--- src/rtl/core/tfnv_pkg.sv ---
`timescale 1ns / 1ps
// ----------------------------------------------------------------------------
// tfnv_pkg
// Types and constants shared by the nearest-cell vote block.
// ----------------------------------------------------------------------------
package tfnv_pkg;

    localparam int ERROR_W = 24;
    localparam int ROW_W   = 4;
    localparam int COL_W   = 5;
    localparam int COUNT_W = 3;

    localparam int NEIGHBOURS_DEF   = 5;
    localparam int GRID_COLUMNS_DEF = 32;
    localparam int GRID_ROWS_DEF    = 16;

    localparam logic [ERROR_W-1:0] ERROR_WORST = '1;
    localparam int                 COUNT_MAX   = (1 << COUNT_W) - 1;

    typedef struct packed {
        logic [ERROR_W-1:0] error_value;
        logic [ROW_W-1:0]   cell_row;
        logic [COL_W-1:0]   cell_column;
        logic               last_cell;
    } t_cell_word;

    typedef struct packed {
        logic [ROW_W-1:0]   goal_row;
        logic [COL_W-1:0]   goal_column;
        logic [COUNT_W-1:0] vote_count;
        logic               goal_valid;
    } t_goal_word;

    // Position part of one slot, as handed to the vote.
    typedef struct packed {
        logic [ROW_W-1:0] row;
        logic [COL_W-1:0] col;
        logic             filled;
    } t_slot_pos;

    // Snapshot queue handshake, front side and back side.
    typedef struct packed {
        logic push;
        logic full;
    } t_q_wr;

    typedef struct packed {
        logic pop;
        logic valid;
    } t_q_rd;

endpackage

--- src/rtl/core/tfnv_if.sv ---
`timescale 1ns / 1ps
// ----------------------------------------------------------------------------
// tfnv_if
// Valid/ready channels carrying cell words in and goal words out.
// ----------------------------------------------------------------------------
interface tfnv_cell_if;
    import tfnv_pkg::*;
    logic       valid;
    logic       ready;
    t_cell_word data;

    modport source (output valid, output data, input ready);
    modport sink   (input valid, input data, output ready);
endinterface

interface tfnv_goal_if;
    import tfnv_pkg::*;
    logic       valid;
    logic       ready;
    t_goal_word data;

    modport source (output valid, output data, input ready);
    modport sink   (input valid, input data, output ready);
endinterface

--- src/rtl/core/tfnv_front.sv ---
`timescale 1ns / 1ps
// ----------------------------------------------------------------------------
// tfnv_front
// Keeps the lowest-error cells in sorted slots; snapshots them on last cell.
// ----------------------------------------------------------------------------
module tfnv_front #(
    parameter int NEIGHBOURS   = tfnv_pkg::NEIGHBOURS_DEF,
    parameter int GRID_COLUMNS = tfnv_pkg::GRID_COLUMNS_DEF,
    parameter int GRID_ROWS    = tfnv_pkg::GRID_ROWS_DEF
) (
    input  logic                                 i_clk,
    input  logic                                 i_rst_n,
    tfnv_cell_if.sink                            i_cell,
    output tfnv_pkg::t_q_wr                      o_q_wr_push,
    input  logic                                 i_q_full,
    output tfnv_pkg::t_slot_pos [NEIGHBOURS-1:0] o_snap
);
    import tfnv_pkg::*;

    logic [ERROR_W-1:0] r_err [NEIGHBOURS];
    logic [ERROR_W-1:0] n_err [NEIGHBOURS];
    t_slot_pos          r_pos [NEIGHBOURS];
    t_slot_pos          n_pos [NEIGHBOURS];
    logic [NEIGHBOURS-1:0] lt;
    logic               accept;
    logic               in_grid;
    logic               take;
    t_slot_pos          new_pos;

    assign i_cell.ready = !i_q_full;
    assign accept       = i_cell.valid && i_cell.ready;
    assign in_grid      = (32'(i_cell.data.cell_row) < GRID_ROWS)
                       && (32'(i_cell.data.cell_column) < GRID_COLUMNS);
    assign take         = accept && in_grid;

    assign new_pos.row    = i_cell.data.cell_row;
    assign new_pos.col    = i_cell.data.cell_column;
    assign new_pos.filled = 1'b1;

    // Slots stay sorted, so lt is a run of ones from the insertion point to the last slot.
    always_comb begin
        for (int i = 0; i < NEIGHBOURS; i++) begin
            lt[i] = i_cell.data.error_value < r_err[i];
        end
        n_err[0] = r_err[0];
        n_pos[0] = r_pos[0];
        if (take && lt[0]) begin
            n_err[0] = i_cell.data.error_value;
            n_pos[0] = new_pos;
        end
        for (int i = 1; i < NEIGHBOURS; i++) begin
            n_err[i] = r_err[i];
            n_pos[i] = r_pos[i];
            if (take && lt[i]) begin
                if (lt[i-1]) begin
                    n_err[i] = r_err[i-1];
                    n_pos[i] = r_pos[i-1];
                end else begin
                    n_err[i] = i_cell.data.error_value;
                    n_pos[i] = new_pos;
                end
            end
        end
    end

    always_comb begin
        for (int i = 0; i < NEIGHBOURS; i++) begin
            o_snap[i] = n_pos[i];
        end
        o_q_wr_push.push = accept && i_cell.data.last_cell;
        o_q_wr_push.full = i_q_full;
    end

    always_ff @(posedge i_clk) begin
        if (!i_rst_n || (accept && i_cell.data.last_cell)) begin
            for (int i = 0; i < NEIGHBOURS; i++) begin
                r_err[i] <= ERROR_WORST;
                r_pos[i] <= '0;
            end
        end else begin
            for (int i = 0; i < NEIGHBOURS; i++) begin
                r_err[i] <= n_err[i];
                r_pos[i] <= n_pos[i];
            end
        end
    end

endmodule

--- src/rtl/core/tfnv_queue.sv ---
`timescale 1ns / 1ps
// ----------------------------------------------------------------------------
// tfnv_queue
// Two-entry queue of slot snapshots between the front and the vote.
// ----------------------------------------------------------------------------
module tfnv_queue #(
    parameter int NEIGHBOURS = tfnv_pkg::NEIGHBOURS_DEF
) (
    input  logic                                 i_clk,
    input  logic                                 i_rst_n,
    input  tfnv_pkg::t_q_wr                      i_wr,
    input  tfnv_pkg::t_slot_pos [NEIGHBOURS-1:0] i_snap,
    output logic                                 o_full,
    output tfnv_pkg::t_q_rd                      o_rd,
    input  logic                                 i_pop,
    output tfnv_pkg::t_slot_pos [NEIGHBOURS-1:0] o_snap
);
    import tfnv_pkg::*;

    typedef t_slot_pos [NEIGHBOURS-1:0] t_snap;

    t_snap      r_mem [2];
    logic       r_wr_ptr;
    logic       r_rd_ptr;
    logic [1:0] r_count;
    logic       do_push;
    logic       do_pop;

    assign o_full   = (r_count == 2'd2);
    assign do_push  = i_wr.push && !o_full;
    assign do_pop   = i_pop && (r_count != 2'd0);
    assign o_rd.valid = (r_count != 2'd0);
    assign o_rd.pop   = do_pop;
    assign o_snap   = r_mem[r_rd_ptr];

    always_ff @(posedge i_clk) begin
        if (do_push) begin
            r_mem[r_wr_ptr] <= i_snap;
        end
    end

    always_ff @(posedge i_clk) begin
        if (!i_rst_n) begin
            r_wr_ptr <= 1'b0;
            r_rd_ptr <= 1'b0;
            r_count  <= 2'd0;
        end else begin
            if (do_push) begin
                r_wr_ptr <= !r_wr_ptr;
            end
            if (do_pop) begin
                r_rd_ptr <= !r_rd_ptr;
            end
            r_count <= r_count + {1'b0, do_push} - {1'b0, do_pop};
        end
    end

endmodule

--- src/rtl/core/tfnv_vote.sv ---
`timescale 1ns / 1ps
// ----------------------------------------------------------------------------
// tfnv_vote
// Counts matching slots, then picks the winner into the output register.
// ----------------------------------------------------------------------------
module tfnv_vote #(
    parameter int NEIGHBOURS = tfnv_pkg::NEIGHBOURS_DEF
) (
    input  logic                                 i_clk,
    input  logic                                 i_rst_n,
    input  tfnv_pkg::t_q_rd                      i_rd,
    input  tfnv_pkg::t_slot_pos [NEIGHBOURS-1:0] i_snap,
    output logic                                 o_pop,
    tfnv_goal_if.source                          o_goal
);
    import tfnv_pkg::*;

    localparam int CNT_W = $clog2(NEIGHBOURS + 1);

    t_slot_pos        r_s1_pos [NEIGHBOURS];
    logic [CNT_W-1:0] r_s1_cnt [NEIGHBOURS];
    logic [CNT_W-1:0] n_cnt    [NEIGHBOURS];
    logic             r_s1_valid;
    logic             s1_adv;
    logic             s1_take;
    t_goal_word       r_out;
    logic             r_out_valid;
    t_goal_word       n_out;

    assign s1_take = r_s1_valid && (!r_out_valid || o_goal.ready);
    assign s1_adv  = !r_s1_valid || s1_take;
    assign o_pop   = i_rd.valid && s1_adv;

    // Matches per slot; empty slots neither count nor are counted.
    always_comb begin
        logic [NEIGHBOURS-1:0] match;
        for (int i = 0; i < NEIGHBOURS; i++) begin
            for (int j = 0; j < NEIGHBOURS; j++) begin
                match[j] = i_snap[j].filled && i_snap[i].filled
                        && (i_snap[j].row == i_snap[i].row)
                        && (i_snap[j].col == i_snap[i].col);
            end
            n_cnt[i] = CNT_W'($countones(match));
        end
    end

    // Most votes wins; ties go to the smaller row, then the smaller column.
    always_comb begin
        logic             have;
        logic [CNT_W-1:0] best_cnt;
        logic [ROW_W-1:0] best_row;
        logic [COL_W-1:0] best_col;
        int               sat;
        have     = 1'b0;
        best_cnt = '0;
        best_row = '0;
        best_col = '0;
        for (int i = 0; i < NEIGHBOURS; i++) begin
            if (r_s1_pos[i].filled
                && (!have || (r_s1_cnt[i] > best_cnt)
                    || ((r_s1_cnt[i] == best_cnt)
                        && ({r_s1_pos[i].row, r_s1_pos[i].col} < {best_row, best_col})))) begin
                have     = 1'b1;
                best_cnt = r_s1_cnt[i];
                best_row = r_s1_pos[i].row;
                best_col = r_s1_pos[i].col;
            end
        end
        sat = (int'(best_cnt) > COUNT_MAX) ? COUNT_MAX : int'(best_cnt);
        n_out.goal_row    = best_row;
        n_out.goal_column = best_col;
        n_out.vote_count  = COUNT_W'(sat);
        n_out.goal_valid  = have;
    end

    always_ff @(posedge i_clk) begin
        if (o_pop) begin
            for (int i = 0; i < NEIGHBOURS; i++) begin
                r_s1_pos[i] <= i_snap[i];
                r_s1_cnt[i] <= n_cnt[i];
            end
        end
        if (s1_take) begin
            r_out <= n_out;
        end
    end

    always_ff @(posedge i_clk) begin
        if (!i_rst_n) begin
            r_s1_valid  <= 1'b0;
            r_out_valid <= 1'b0;
        end else begin
            if (s1_adv) begin
                r_s1_valid <= o_pop;
            end
            if (s1_take) begin
                r_out_valid <= 1'b1;
            end else if (o_goal.ready) begin
                r_out_valid <= 1'b0;
            end
        end
    end

    assign o_goal.valid = r_out_valid;
    assign o_goal.data  = r_out;

endmodule

--- src/rtl/core/top_five_nearest_cell_vote.sv ---
`timescale 1ns / 1ps
// A scan's snapshot passes the queue, the count stage and the output register.
// One cell per cycle if the queue has room; slot inserts are parallel compares.
// The vote runs as a two-stage pipeline behind a two-entry snapshot queue,
// so a goal word per cycle can leave while the output is not stalled.
// Reset: synchronous, active low; slots empty, queue and pipeline drained.
// ----------------------------------------------------------------------------
// top_five_nearest_cell_vote
// Nearest-neighbour majority vote over a stream of scanned grid cells.
// ----------------------------------------------------------------------------
module top_five_nearest_cell_vote #(
    parameter int NEIGHBOURS   = tfnv_pkg::NEIGHBOURS_DEF,
    parameter int GRID_COLUMNS = tfnv_pkg::GRID_COLUMNS_DEF,
    parameter int GRID_ROWS    = tfnv_pkg::GRID_ROWS_DEF
) (
    input  logic        i_clk,
    input  logic        i_rst_n,
    tfnv_cell_if.sink   i_cell,
    tfnv_goal_if.source o_goal
);
    import tfnv_pkg::*;

    t_q_wr                      q_wr;
    t_q_rd                      q_rd;
    logic                       q_full;
    logic                       q_pop;
    t_slot_pos [NEIGHBOURS-1:0] front_snap;
    t_slot_pos [NEIGHBOURS-1:0] back_snap;

    tfnv_front #(
        .NEIGHBOURS   (NEIGHBOURS),
        .GRID_COLUMNS (GRID_COLUMNS),
        .GRID_ROWS    (GRID_ROWS)
    ) u_front (
        .i_clk       (i_clk),
        .i_rst_n     (i_rst_n),
        .i_cell      (i_cell),
        .o_q_wr_push (q_wr),
        .i_q_full    (q_full),
        .o_snap      (front_snap)
    );

    tfnv_queue #(
        .NEIGHBOURS (NEIGHBOURS)
    ) u_queue (
        .i_clk   (i_clk),
        .i_rst_n (i_rst_n),
        .i_wr    (q_wr),
        .i_snap  (front_snap),
        .o_full  (q_full),
        .o_rd    (q_rd),
        .i_pop   (q_pop),
        .o_snap  (back_snap)
    );

    tfnv_vote #(
        .NEIGHBOURS (NEIGHBOURS)
    ) u_vote (
        .i_clk   (i_clk),
        .i_rst_n (i_rst_n),
        .i_rd    (q_rd),
        .i_snap  (back_snap),
        .o_pop   (q_pop),
        .o_goal  (o_goal)
    );

endmodule

--- src/flat_wrapper.sv ---
// flat-port wrapper written by rule: the top's interface ports become plain ports
module top_five_nearest_cell_vote_flat import tfnv_pkg::*;
#(
    parameter int NEIGHBOURS   = tfnv_pkg::NEIGHBOURS_DEF,
    parameter int GRID_COLUMNS = tfnv_pkg::GRID_COLUMNS_DEF,
    parameter int GRID_ROWS    = tfnv_pkg::GRID_ROWS_DEF
)
  (i_clk, i_rst_n, i_cell_valid, i_cell_data, i_cell_ready, o_goal_valid, o_goal_data, o_goal_ready);
  tfnv_cell_if i_cell_i ();
  tfnv_goal_if o_goal_i ();
  input  logic i_clk;
  input  logic i_rst_n;
  input wire logic [$bits(i_cell_i.valid)-1:0] i_cell_valid;
  input wire logic [$bits(i_cell_i.data)-1:0] i_cell_data;
  output wire logic [$bits(i_cell_i.ready)-1:0] i_cell_ready;
  output wire logic [$bits(o_goal_i.valid)-1:0] o_goal_valid;
  output wire logic [$bits(o_goal_i.data)-1:0] o_goal_data;
  input wire logic [$bits(o_goal_i.ready)-1:0] o_goal_ready;
  assign i_cell_i.valid = i_cell_valid;
  assign i_cell_i.data = i_cell_data;
  assign i_cell_ready = i_cell_i.ready;
  assign o_goal_valid = o_goal_i.valid;
  assign o_goal_data = o_goal_i.data;
  assign o_goal_i.ready = o_goal_ready;
  top_five_nearest_cell_vote #(.NEIGHBOURS(NEIGHBOURS), .GRID_COLUMNS(GRID_COLUMNS), .GRID_ROWS(GRID_ROWS)) u_core (.i_clk(i_clk), .i_rst_n(i_rst_n), .i_cell(i_cell_i), .o_goal(o_goal_i));
endmodule
--- config.mk ---
export PLATFORM = sky130hd
export DESIGN_NAME = top_five_nearest_cell_vote_flat
export DESIGN_NICKNAME = d
export VERILOG_FILES = /design/src/rtl/core/tfnv_pkg.sv /design/src/rtl/core/tfnv_if.sv /design/src/rtl/core/tfnv_front.sv /design/src/rtl/core/tfnv_queue.sv /design/src/rtl/core/tfnv_vote.sv /design/src/rtl/core/top_five_nearest_cell_vote.sv /design/src/flat_wrapper.sv
export SDC_FILE = /design/constraint.sdc
export NUM_CORES = 1
export LEC_CHECK = 0
export BUFFER_PORTS_ARGS = -buffer_cell sky130_fd_sc_hd__buf_2
export CAP_MARGIN = 25
export CORE_MARGIN = 1.5
export CORE_UTILIZATION = 45
export CTS_CLUSTER_DIAMETER = 60
export DETAILED_ROUTE_END_ITERATION = 7
export PLACE_DENSITY = 0.71
export SYNTH_ARGS = -nofsm -noshare
export SYNTH_HDL_FRONTEND = slang
export SYNTH_SLANG_ARGS = --single-unit
--- constraint.sdc ---
create_clock -name i_clk -period 20.8 [get_ports i_clk]
set_clock_uncertainty 0.2 [all_clocks]
set_input_delay 1.04 -clock i_clk [delete_from_list [all_inputs] [get_ports i_clk]]
set_output_delay 1.04 -clock i_clk [all_outputs]
set_load 0.05 [all_outputs]
**Word-level counts from Yosys, hierarchy flattened**

Memory sizes are Yosys's and may differ from the RTL's. A register that Yosys moved wholly into a read port is not among the register bits.
Cells that the tools add are included.
Widths: inputs -> output; s select.

- Register bits after elaboration: 19
- Memory bits (writable): 335
- Bits of input ports: 38
- Output and inout bits: 15
- Logic and storage cells: 254
- Memories kept: 5

Memories:

| memory | words | bits a word | rd ports | clocked after Yosys merged registers in | write ports | RTL line | RTL |
|---|---|---|---|---|---|---|---|
| u_core.u_front.r_err | 5 | 24 | 5 | 0 | 5 | tfnv_front.sv:20 | `logic [ERROR_W-1:0] r_err [NEIGHBOURS];` |
| u_core.u_queue.r_mem | 2 | 50 | 1 | 1 | 1 | tfnv_queue.sv:22 | `t_snap r_mem [2];` |
| u_core.u_front.r_pos | 5 | 10 | 5 | 0 | 5 | tfnv_front.sv:22 | `t_slot_pos r_pos [NEIGHBOURS];` |
| u_core.u_vote.r_s1_pos | 5 | 10 | 5 | 0 | 5 | tfnv_vote.sv:20 | `t_slot_pos r_s1_pos [NEIGHBOURS];` |
| u_core.u_vote.r_s1_cnt | 5 | 3 | 5 | 0 | 5 | tfnv_vote.sv:21 | `logic [CNT_W-1:0] r_s1_cnt [NEIGHBOURS];` |

- $add $sub $neg: 22
- Order comparisons: 13
- Equality and inequality tests: 45
- Mux-type cells: 58
- Bitwise operators: 10
- Reduce and logical (&&, ||, !) cells: 92

Operator list:

| cell | number |
|---|---|
| $mux 24 | 14 |
| $mux 10 | 14 |
| $lt 24x24->1 | 5 |
| $eq 5x5->1 | 20 |
| $eq 4x4->1 | 20 |
| $logic_and 1x1->1 | 69 |
| $lt 9x9->1 | 4 |
| $mux 5 | 5 |
| $add 1x1->2 | 10 |
| $mux 4 | 5 |
| $add 2x2->3 | 5 |
| $add 3x1->3 | 5 |
| $mux 1 | 15 |
| $mux 3 | 5 |
| $eq 3x3->1 | 4 |
| $gt 3x3->1 | 4 |
| $logic_or 1x1->1 | 11 |
| $logic_not 1->1 | 10 |
| $or 1x1->1 | 10 |
| $reduce_bool 2->1 | 2 |
| $add 2x1->2 | 1 |
| $eq 2x2->1 const B | 1 |
| $sub 2x1->2 | 1 |

**Logic depth before layout (Yosys ltp)**

An unclocked memory read counts as a cell.

- Depth after elaboration: 22
- Mapped depth: 42
- Depth with buffers taken out: 36

**By module**

From an unflattened synthesis, not the netlist that was laid out.

- Cells, all modules: 1934
- Area total of the unflattened synthesis: 20298.2 um^2

Modules (own cells, without submodules):

| module | times used | cells an instance | area an instance (um^2) |
|---|---|---|---|
| tfnv_front | 1 | 1235 | 10495.1 |
| tfnv_vote | 1 | 516 | 5696.7 |
| tfnv_queue | 1 | 183 | 4106.4 |

**Worst setup path after synthesis**

Ideal clock, no wire load.

- Path type: register -> register
- Start: mem u_core.u_vote.r_s1_pos[0][0] (netlist name)
- End: reg u_core.u_vote.r_out (netlist bit u_core.u_vote.o_goal.data[10]), data pin
- Arrival: 7969 ps
- Slack: 12367 ps
- Cell stages (with the launch flop): 42
- Buffers on the path: 7
- Cells stage by stage: edfxtp_1 > clkbuf_1 > clkbuf_1 > buf_1 > nand2_1 > ha_1 > a21oi_1 > o21ai_0 > nand2_1 > nand2_1 > o21ai_0 > clkbuf_1 > nand3_1 > o21ai_0 > inv_1 > ha_1 > a21o_1 > a221o_1 > [... 6 more ...] > ha_1 > nor2b_1 > o21a_1 > o21ai_0 > o31ai_1 > o2bb2ai_1 > a21oi_1 > buf_2 > mux2i_1 > ha_1 > a21o_1 > a21o_1 > a21oi_1 > nor2_1 > o21a_1 > a31o_2 > buf_2 > mux2i_1

RTL lines:

| item | RTL line | RTL |
|---|---|---|
| start, declared | tfnv_vote.sv:20 |  |
| end signal, assigned | tfnv_vote.sv:84 | `r_out <= n_out;` |
| end, declared | tfnv_vote.sv:26 | `t_goal_word r_out;` |

==> impl_metrics.yaml <==
outcome:
  outcome: "completed"
power:
  cellPowerDensity_mw_per_mm2: 134.3
  switching_share_pct: 37.96
  comb_power_share_pct: 42.1
  clkPwrFrac_pct: 24.2
  p_int_mw: 1.867
  ir_drop_mv: 0.07924
  switching_power_mw: 1.142
  leakage_nw: 10.31
  seq_power_share_pct: 33.7
clocking:
  cts_root_buffer: "clkbuf_16"
  cts_resized: 0
  cts_htree_levels: 2
  cts_tree: "built"
  cts_setup_buffers: 0
  path_clk_slew_ps: 60
  cts_hold_buffers: 0
  cts_max_path_buffers: 3
  insertion_delay_ps: 560
  numCtsBuffers: 41
  clock_sinks: 355
route:
  dr.pass1.iters: 5
  routed-via-count: 14730
  drtIter0Drc: 805
  via_per_inst: 5.539
  wl_per_cell_um: 18.12
  route.detailed.drc: 0
  routed_wl_mm: 48.17
  antenna_left: 0
sta:
  hold_viol: 0
  tightest_slew_ps: 1022
  setup-tns-final_ps: 0
  max_freq_mhz: 105.0
  rsz0062_at_grt: "false"
  fin_crit_sh_pct: 45.80
  fin_worst_hold_slack_ps: 298.7
  slew_viol_final: 0
  setup_viol: 0
  slew_headroom_pct: 29.89
  fin_crit_ps: 9527
critical_path:
  crit_top_cell: "ha_1"
  slowest_stage: "edfxtp_1"
  crit_type: "reg2reg"
  crit_required_ps: 20900
  end_kind: "flop"
  path_max_fanout: 29
  arrival_ps: 9630
  critPathMaxStageDelay_ps: 940
  cp-start-kind: "flop"
  r2r_setup_slack_ps: 11270
cells_and_area:
  final_core_util_pct: 50.69
  final_nets: 2244
  fin_area_mm2: 0.02241
  drive_gt1_share_pct: 10.03
  fin_cells: 2659
  area_growth_pct: 11.36
yosys:
  synth_common_cells: "222 x inv_1, 178 x edfxtp_1, 177 x dfxtp_1, 166 x ha_1, 160 x a21oi_1"
  synthCells: 2011
  synth_most_common_cell: "inv_1"
  ys_seq_elements: 355
  yosysWarningCount: 0
  ys_types: 59
  synth_top_area_cell: "edfxtp_1"
  avgSynthCellArea_um2: 10.01
  synth_edf_count: 178
  ys_seq_area_share_pct: 44.16
  synth_nets: 2225
  synth_top_area_share_pct: 26.56
  ys.flop_type: "edfxtp_1"
  netlist_top_cells_area: "edfxtp_1 27%, dfxtp_1 18%, ha_1 10%"
  synthArstFlopShare_pct: 0
  netlist_area_mm2: 0.02013
global_route:
  grt_pass1_vias: 14610
  grt_max_degree: 73
  grt.total_usage_pct: 20.90
  grt_pass1_wl_mm: 77.29
  antenna_found_initial: 4
  grt_remaining_overflow: 0
place:
  placed_cell_area_mm2: 0.02097
  placedCellCount: 2575
  gp_congestion: 0.9058
  io_buffers: 52
  hpwlAfterDp_mm: 34.08
floorplanning:
  io-pin-count: 53
  rows: 77
  initial_core_util_pct: 45.52
  chipWidth_um: 214.5
  die_h_um: 214.5
  die-area_mm2: 0.04601
  core_mm2: 0.04422
job:
  maxCapViolations: 0
worst_hold_path:
  hold_class: "reg2reg"
==> path summary, 6_finish.rpt <==
kind | start | end | cells past startpoint
min | u_core.u_front.r_err[0][59]$_SDFFE_PP1P_ | u_core.u_front.r_err[0][59]$_SDFFE_PP1P_ | 2
min reg2reg | u_core.u_front.r_err[0][59]$_SDFFE_PP1P_ | u_core.u_front.r_err[0][59]$_SDFFE_PP1P_ | 2
max | u_core.u_vote.r_s1_pos[0][0]$_DFFE_PP_ | u_core.u_vote.o_goal.data[1]$_DFFE_PP_ | 34
max reg2reg | u_core.u_vote.r_s1_pos[0][0]$_DFFE_PP_ | u_core.u_vote.o_goal.data[1]$_DFFE_PP_ | 34
==> flip-flops by register name (all words and copies together), names as in the netlist, 2 cells and up, named ones only <==
register and cells:
u_core.u_front.r_err 120, u_core.u_queue.r_mem 100, u_core.u_front.r_pos 50, u_core.u_vote.r_s1_pos 50, u_core.u_vote.r_s1_cnt 15, u_core.u_vote.o_goal.data 13
u_core.u_queue.r_count 2
==> per-stage QoR <==
stage	power, mW	setup slack, ps
finish	3.010	11270
CTS	3.030	10960
global placement	2.250	11260
detailed placement	2.292	10980
floorplan	1.971	12370
global route	3.214	10650
==> power by group through the flow <==
stage          combinational [mW]  clock, mW  sequential, mW
2_1_floorplan               0.929          0            1.04
3_3_place_gp                 1.22          0            1.03
3_5_place_dp                 1.26          0            1.03
4_1_cts                      1.27      0.744            1.01
5_1_grt                      1.41      0.772            1.03
6_report                     1.27      0.728            1.02
==> logic make-up after synthesis <==
logic type / share of synthesized area, %
xor gates and xnor gates: 4.047
DFF: 44.16
AOI/OAI and AO/OA: 13.97
and+or+nand+nor: 11.13
buffers and inverters: 6.297
muxes: 9.082
adders and majority gates: 11.31
==> layout by cell type, fill, tap and decap left out, types with 13 or more instances in the layout <==
cell type	n
inv_1	222
edfxtp_1	178
dfxtp_1	176
ha_1	165
a21oi_1	158
mux2i_1	150
nor3_1	133
nand2_1	102
xnor2_1	76
nor2_1	59
buf_2	52
o211ai_1	48
a21o_1	47
clkbuf_16	43
a211oi_1	40
o21ai_0	34
nand4_1	33
mux2_2	29
o31ai_1	29
and2_1	28
nand3_1	26
buf_4	26
a311oi_1	24
xor2_1	17
o21a_1	16
nor2b_1	13
==> worst max-delay path: cells and delay by family, from the launching register on <==
kind                       cells  cell delay (ps)
AOI/OAI and AO/OA             16             4310
adders and majority gates      4             1150
and+or+nand+nor                7             1010
muxes                          3             1010
DFF                            1              940
buffers and inverters          4              650
==> per-layer routing <==
metal / global-route usage, % / part of all wire (%)
met5: 0 / 0
met1: 25.19 / 42
met2: 36.47 / 49
met3: 3.333 / 3.9
met4: 9.836 / 4.5
==> cell type report <==
| cell class | instances | area [um^2] |
|---|---|---|
| repair buffers | 81 | 530.5 |
| multi-input cells | 1329 | 10050 |
| diodes | 4 | 10.01 |
| well taps | 592 | 740.7 |
| inverters | 222 | 833.3 |
| flip-flops and latches | 355 | 8890 |
| clock inverters | 25 | 255.2 |
| clock buffers | 51 | 1106 |
| fillers | 3956 | 21810 |
Note: power is estimated with default switching activity, not from simulation.
